[config.mk]
export PLATFORM = sky130hd
export DESIGN_NAME = vcum_div
export DESIGN_NICKNAME = d
export VERILOG_FILES = /design/src/vcum_pkg.sv /design/src/vcum_div.sv
export SDC_FILE = /design/constraint.sdc
export NUM_CORES = 1
export LEC_CHECK = 0
export ABC_AREA = 1
export BUFFER_PORTS_ARGS = -buffer_cell sky130_fd_sc_hd__buf_2
export CAP_MARGIN = 5
export CELL_PAD_IN_SITES_DETAIL_PLACEMENT = 1
export CELL_PAD_IN_SITES_GLOBAL_PLACEMENT = 2
export CORE_MARGIN = 4
export CORE_UTILIZATION = 34
export DETAILED_ROUTE_END_ITERATION = 6
export HOLD_SLACK_MARGIN = 0.03
export PLACE_DENSITY_LB_ADDON = 0.05
export REMOVE_ABC_BUFFERS = 1
export SYNTH_ARGS = -nofsm -noshare
export SYNTH_HDL_FRONTEND = slang
export SYNTH_SLANG_ARGS = --single-unit
export TNS_END_PERCENT = 1
[constraint.sdc]
create_clock -name i_clk -period 4.36 [get_ports i_clk]
set_input_delay 0.436 -clock i_clk [delete_from_list [all_inputs] [get_ports i_clk]]
set_output_delay 0.436 -clock i_clk [all_outputs]
set_load 0.1 [all_outputs]
[src/vcum_pkg.sv]
// Shared types and constants for the value-channel unsharp mask.
package vcum_pkg;

    // Default build sizes
    localparam int MAX_WIDTH_DEF = 2048;
    localparam int WFB_DEF       = 12;
    localparam int KERNEL_SIZE   = 5;

    // Frame height limits and counter widths
    localparam int MAX_HEIGHT = 2048;
    localparam int MIN_DIM    = 5;
    localparam int ROW_BITS   = 11;
    localparam int HGT_BITS   = 12;

    // Configuration register indexes and reset values
    localparam logic [1:0] CFG_LINE_WIDTH   = 2'd0;
    localparam logic [1:0] CFG_FRAME_HEIGHT = 2'd1;
    localparam logic [1:0] CFG_AMOUNT       = 2'd2;
    localparam logic [11:0] RST_LINE_WIDTH   = 12'd640;
    localparam logic [11:0] RST_FRAME_HEIGHT = 12'd480;
    localparam logic [2:0]  RST_AMOUNT       = 3'd1;
    localparam logic [2:0]  MAX_AMOUNT       = 3'd5;

    // Item kinds
    localparam logic MODE_PIXEL = 1'b0;
    localparam logic MODE_FLUSH = 1'b1;

    typedef struct packed {
        logic       mode;
        logic [7:0] red;
        logic [7:0] green;
        logic [7:0] blue;
    } t_in_item;

    typedef struct packed {
        logic [7:0] out_red;
        logic [7:0] out_green;
        logic [7:0] out_blue;
        logic       frame_last;
    } t_out_item;

    // Color triple handed to the rescale divider
    typedef struct packed {
        logic [7:0] red;
        logic [7:0] green;
        logic [7:0] blue;
    } t_rgb;

endpackage

[src/vcum_div.sv]
// Three-lane restoring divider: out = (2*c*sharp + v) / (2*v), saturated at 255.
module vcum_div import vcum_pkg::*; (
    input  logic       i_clk,
    input  logic       i_rst_n,
    input  logic       i_start,
    input  logic [7:0] i_v,
    input  logic [7:0] i_sharp,
    input  t_rgb       i_rgb,
    output logic       o_done,
    output t_rgb       o_rgb
);

    localparam int QB = 9;

    logic [3:0]    r_cnt;
    logic          r_busy;
    logic [8:0]    r_den;
    logic [8:0]    r_rem  [3];
    logic [QB-1:0] r_num  [3];
    logic [QB-1:0] r_quo  [3];
    logic [7:0]    chan   [3];
    logic [16:0]   num    [3];
    logic [9:0]    trial  [3];
    logic [7:0]    sat    [3];

    assign chan[0] = i_rgb.red;
    assign chan[1] = i_rgb.green;
    assign chan[2] = i_rgb.blue;

    // numerators and one quotient bit per lane
    always_comb begin
        for (int k = 0; k < 3; k++) begin
            num[k]   = 17'({1'b0, chan[k]} * {1'b0, i_sharp}) * 17'd2 + 17'(i_v);
            trial[k] = {r_rem[k], r_num[k][QB-1]};
            sat[k]   = (r_quo[k] > 9'd255) ? 8'd255 : r_quo[k][7:0];
        end
    end

    // control
    always_ff @(posedge i_clk) begin
        if (!i_rst_n) begin
            r_busy <= 1'b0;
            r_cnt  <= '0;
            o_done <= 1'b0;
        end else begin
            o_done <= 1'b0;
            if (i_start) begin
                r_busy <= 1'b1;
                r_cnt  <= '0;
            end else if (r_busy) begin
                r_cnt <= r_cnt + 4'd1;
                if (r_cnt == 4'(QB - 1)) begin
                    r_busy <= 1'b0;
                    o_done <= 1'b1;
                end
            end
        end
    end

    // datapath: quotient stays below 2^9, so start with the top 8 numerator bits
    always_ff @(posedge i_clk) begin
        if (i_start) begin
            r_den <= {i_v, 1'b0};
            for (int k = 0; k < 3; k++) begin
                r_rem[k] <= {1'b0, num[k][16:9]};
                r_num[k] <= num[k][8:0];
                r_quo[k] <= '0;
            end
        end else if (r_busy) begin
            for (int k = 0; k < 3; k++) begin
                r_num[k] <= {r_num[k][QB-2:0], 1'b0};
                if (trial[k] >= {1'b0, r_den}) begin
                    r_rem[k] <= 9'(trial[k] - {1'b0, r_den});
                    r_quo[k] <= {r_quo[k][QB-2:0], 1'b1};
                end else begin
                    r_rem[k] <= trial[k][8:0];
                    r_quo[k] <= {r_quo[k][QB-2:0], 1'b0};
                end
            end
        end
    end

    assign o_rgb.red   = sat[0];
    assign o_rgb.green = sat[1];
    assign o_rgb.blue  = sat[2];

endmodule

Yosys cells after proc, flatten, opt, wreduce, memory -nomap -nowiden:

Memories as Yosys holds them, arrays and structs flattened.
Cells that the tools add are included.

* bits in registers: 14
* memory bits (writable): 81
* input bits: 43
* output and inout port bits: 25
* memories kept: 3

Memories
* r_num: depth 3, bits a word 9, rd ports 3, clocked after Yosys merged registers in 0, write ports 3, line vcum_div.sv:19 `logic [QB-1:0] r_num [3];`
* r_quo: depth 3, bits a word 9, rd ports 3, clocked after Yosys merged registers in 0, write ports 3, line vcum_div.sv:20 `logic [QB-1:0] r_quo [3];`
* r_rem: depth 3, bits a word 9, rd ports 3, clocked after Yosys merged registers in 0, write ports 3, line vcum_div.sv:18 `logic [8:0] r_rem [3];`

* $add $sub $neg: 7
* $mul: 3
* order comparisons: 6
* equality and inequality tests: 1
* mux-type cells: 51
* bitwise logic cells: 17
* reductions and logical operators: 2

Operators with widths (number)
* 9-bit two-way mux: 15
* 17-bit by 8-bit adder with 17-bit output: 3
* 8-bit by 8-bit multiplier with 16-bit output: 3
* 1-bit two-way mux: 33
* 10-bit by 9-bit >= comparator with 1-bit output: 3
* 9-bit by 8-bit greater-than comparator with 1-bit output (second input constant): 3
* 9-bit subtractor: 3
* 8-bit two-way mux: 3
* 1-bit OR: 15
* 4-bit by 1-bit adder with 4-bit output (second input constant): 1
* 4-bit equality test (second input constant): 1
* 3-bit OR reduction: 1
* 1-bit inverter: 2
* 2-bit OR reduction: 1

Longest topological paths before layout:

An unclocked memory read counts as a cell.

* depth in word-level cells: 8
* gate-level depth with buffers: 28
* gate-level depth less buffers: 27

Least setup slack after synthesis:

OpenSTA, ideal clock, no wires.

* kind: input -> register
* start: input i_rgb[1] (netlist name)
* end: memory r_rem[2][5] (data pin)
* library setup time: 256 ps
* arrival time: 4514 ps
* slack: -410 ps
* cell stages on the path: 23
* buffers on the path: 1
* cell sequence: clkbuf_1 nand2_1 inv_1 fa_1 fa_1 inv_1 fa_1 fa_1 inv_1 ha_1 xor2_1 ha_1 nand2_1 nor2_1 nand2_1 nand2_1 nand2_2 nor2_4 nand3_2 nor2_2 nor2_1 nor3_1 nor2_1

RTL lines
* from (decl): line vcum_div.sv:8 `input t_rgb i_rgb,`
* to (decl): line vcum_div.sv:18

==> metrics.txt <==
hold_ws=0.286 ns; Routed WL per cell=14.5 um; YS warnings=0; Multi-input gate area=0.00947 mm^2; Setup crit end kind=flop; vias in the first global route=12400; CTS Hold Bufs=0; Bufs on Longest Clock Path=2; Skew-Pair Late Insertion Delay=0.34 ns; Synth cell types=48; Req. time, crit path=4.44 ns; DP Area=0.0155 mm^2; Top FF cell, synth=edfxtp_1; Core Box Area=0.0386 mm^2; Fin. Hold Viols=0; I/O pins=68; Worst EP arrival=4.38 ns; syn avg cell area=7.34 um^2; status=finished, final reports clean; number of nets in the layout=2373; CP Max Fanout=8; die height=206 um; design area=0.0172 mm^2; largest net degree at the start of global routing=58; LEAKAGE=9.63 nW; RD Place Congestion=0.786; die area=0.0424 mm^2; clock sink total=93; final core area utilization=44.6%; f_max=233 MHz; Worst slew margin=32.7%; Die X=206 um; pwr/cell area=611 mW/mm^2; max-slew violation count=0; Initial Util=34.5%; Peak VDD IR=0.000227 V; Seq/Total Area, Yosys=20.4%; root cell of the clock tree=clkbuf_16; min Tclk post-route=4.30 ns; Syn-to-layout area delta=29.5%; Final Skew=0.00881 ns; htree depth=3; row count=72; Reg clk slew, reported paths=0.07 ns; I/O Buffers=67; post-route DRC violation count=0; reg2reg end=r_rem[2][7]; # setup viols final=0; max-cap violation count=0; Min-Delay Startpoint=i_v[0]; reg2reg path depth=11; Post-synth EDFFs=86; gr ovfl total=0; Total Wirelength=37.4 mm; DP HPWL=30.5 mm; Hold Path Depth=1; area taken by flip-flops and latches=0.00272 mm^2; RSZ-0062 raised after global routing=true; CP Launch Type=input port; DR pass1 iterations=4; HP Class=input port to flop; post-route ant nets=0; number of DRC markers in iteration 0=368; Worst Setup Path Type=input port to flop; layout cells sized above 1=26.1%; ANT cells=0; Num CTS Buffers=9; largest area contributor in the netlist=edfxtp_1; top cells by area, synth=edfxtp_1 19%, fa_1 17%, ha_1 15%; crit share post-route=98.5%; global-route wire length before repair=61.4 mm; Least-Margin Pin Slew=1.01 ns; share of the synthesized area in the top cell type=19.4%; R2R setup slack=1.44 ns; mapped cell area=0.0133 mm^2; CTS tree=yes; initial antenna violation count=0; Place WS=-0.853 ns; final setup margin=0.0636 ns; Via Count=11700; FF+latch count, synth=93; reg2reg start=r_den[2]; DR vias/cell=4.52; GRT Util Overall=17.7%; Hold EP=r_den[1]; FILL cells=4773; Synth Instances=1813; Synth async-reset ratio=0%
layout make-up:
cell class                      count  area share (%)
Multi-Input combinational cell   1194            54.9
Tap cell                          518            3.76
Sequential cell                    93            15.8
Clock buffer                       10            1.33
Clock inverter                      6           0.559
Inverter                          471            10.3
Timing Repair Buffer              292            13.4
cells in the mapped netlist, types with 2 or more instances:
cell	number
o21ai_0	58
clkbuf_2	13
a21o_1	5
buf_4	4
o21a_1	2
nand2_2	11
a211oi_1	2
o31ai_1	4
xor2_2	2
nand2_1	480
xnor2_1	17
o22ai_1	3
nor3_2	2
inv_1	464
edfxtp_1	86
ha_1	155
or2_2	6
nor2_2	3
o21ai_1	5
nor2_1	87
xor2_1	20
a31o_2	2
nor2_4	4
o21bai_1	4
a21oi_1	71
nand4_1	21
nand2_4	2
nand3b_1	2
o211ai_1	4
inv_2	7
clkbuf_1	36
nor3_1	16
nand3_2	7
dfxtp_1	7
nand3_1	64
fa_1	114
o221ai_1	4
a31oi_1	9
routing by layer:
metal	up-vias	part of all wire (%)	wire [um]	GRT usage [%]
met2	91	46	17300	30.0
met1	5527	51	19200	25.9
met3	14	1.4	519	0.832
met5	-	0	0	0
li1	6041	-	-	-
met4	0	0.81	304	2.47
logic make-up after synthesis:
group,after synthesis,share of synthesized area (%)
and+or+nand+nor,708,22.4
buffers and inverters,526,15.1
adders and majority gates,269,31.7
AOI/OAI and AO/OA,177,7.45
DFF,93,20.4
xor gates and xnor gates,40,2.88
metrics by stage:
stage / std cells / power [mW] / setup TNS, ns
after CTS: 2567 / 9.70 / -0.0403
after global placement: 2539 / 8.07 / -17.08
after detailed placement: 2539 / 8.20 / -19.83
after floorplan: 1758 / 5.62 / -1.50
after global routing: 2584 / 11.7 / -1.92
final: 2584 / 10.5 / 0
state kept, by name (all words and copies together), names as in the netlist:
| signal | count |
|---|---|
| r_den | 8 |
| r_quo | 27 |
| r_cnt | 4 |
| o_done | 1 |
| r_num | 25 |
| r_rem | 27 |
| r_busy | 1 |
report_power, final:
part / switching [mW] / leakage, nW / total [mW] / internal (mW)
clock network: 0.346 / 0.155 / 0.854 / 0.509
registers: 0.109 / 0.947 / 1.46 / 1.35
logic: 4.49 / 8.53 / 8.23 / 3.73
total: 4.95 / 9.63 / 10.5 / 5.59
critical path: stages:
cell	delay (ns)
buf_16	0.13
buf_12	0.14
nand2_1	0.05
inv_1	0.05
fa_1	0.55
inv_2	0.04
fa_1	0.52
inv_2	0.04
fa_1	0.48
inv_2	0.04
fa_1	0.52
inv_2	0.05
ha_4	0.24
nand2_1	0.06
nand2_1	0.07
nor2_2	0.14
nand2_2	0.09
nand2_2	0.06
nand2_2	0.08
xor2_4	0.17
buf_4	0.14
xnor2_1	0.18
o21ai_1	0.07
placed cells by master (no fill, tap or decap), types with 16 or more instances in the layout:
cell	netlist	final
buf_4	4	214
ha_1	155	132
ha_4	0	21
nand2_2	11	49
inv_2	7	46
xor2_1	20	18
buf_2	1	47
edfxtp_1	86	86
nor2_1	87	70
nand4_1	21	21
nand3_1	64	48
inv_1	464	424
fa_1	114	106
nand3_2	7	21
o21ai_0	58	51
nand2_1	480	426
nand2_4	2	18
a21oi_1	71	57
buf_6	0	16
what timing repair did:
action,4_1_cts,5_1_grt
buffers inserted,12,14
resized for setup,99,195
endpoints found under the setup margin,29,27
gates cloned,0,3
pin swaps,68,145
how the worst max path moves through the flow:
stage | start | end | slack (ns)
finish | i_sharp[2] | r_rem[1][4] | 0.06
global route | i_rgb[0] | r_rem[2][6] | -0.15
CTS | i_sharp[2] | r_rem[2][5] | -0.02
detailed placement | i_sharp[3] | r_rem[2][5] | -0.85
global placement | i_sharp[2] | r_rem[1][5] | -0.74
floorplan | i_sharp[4] | r_rem[2][5] | -0.24
Note: power is estimated with default switching activity, not from simulation.
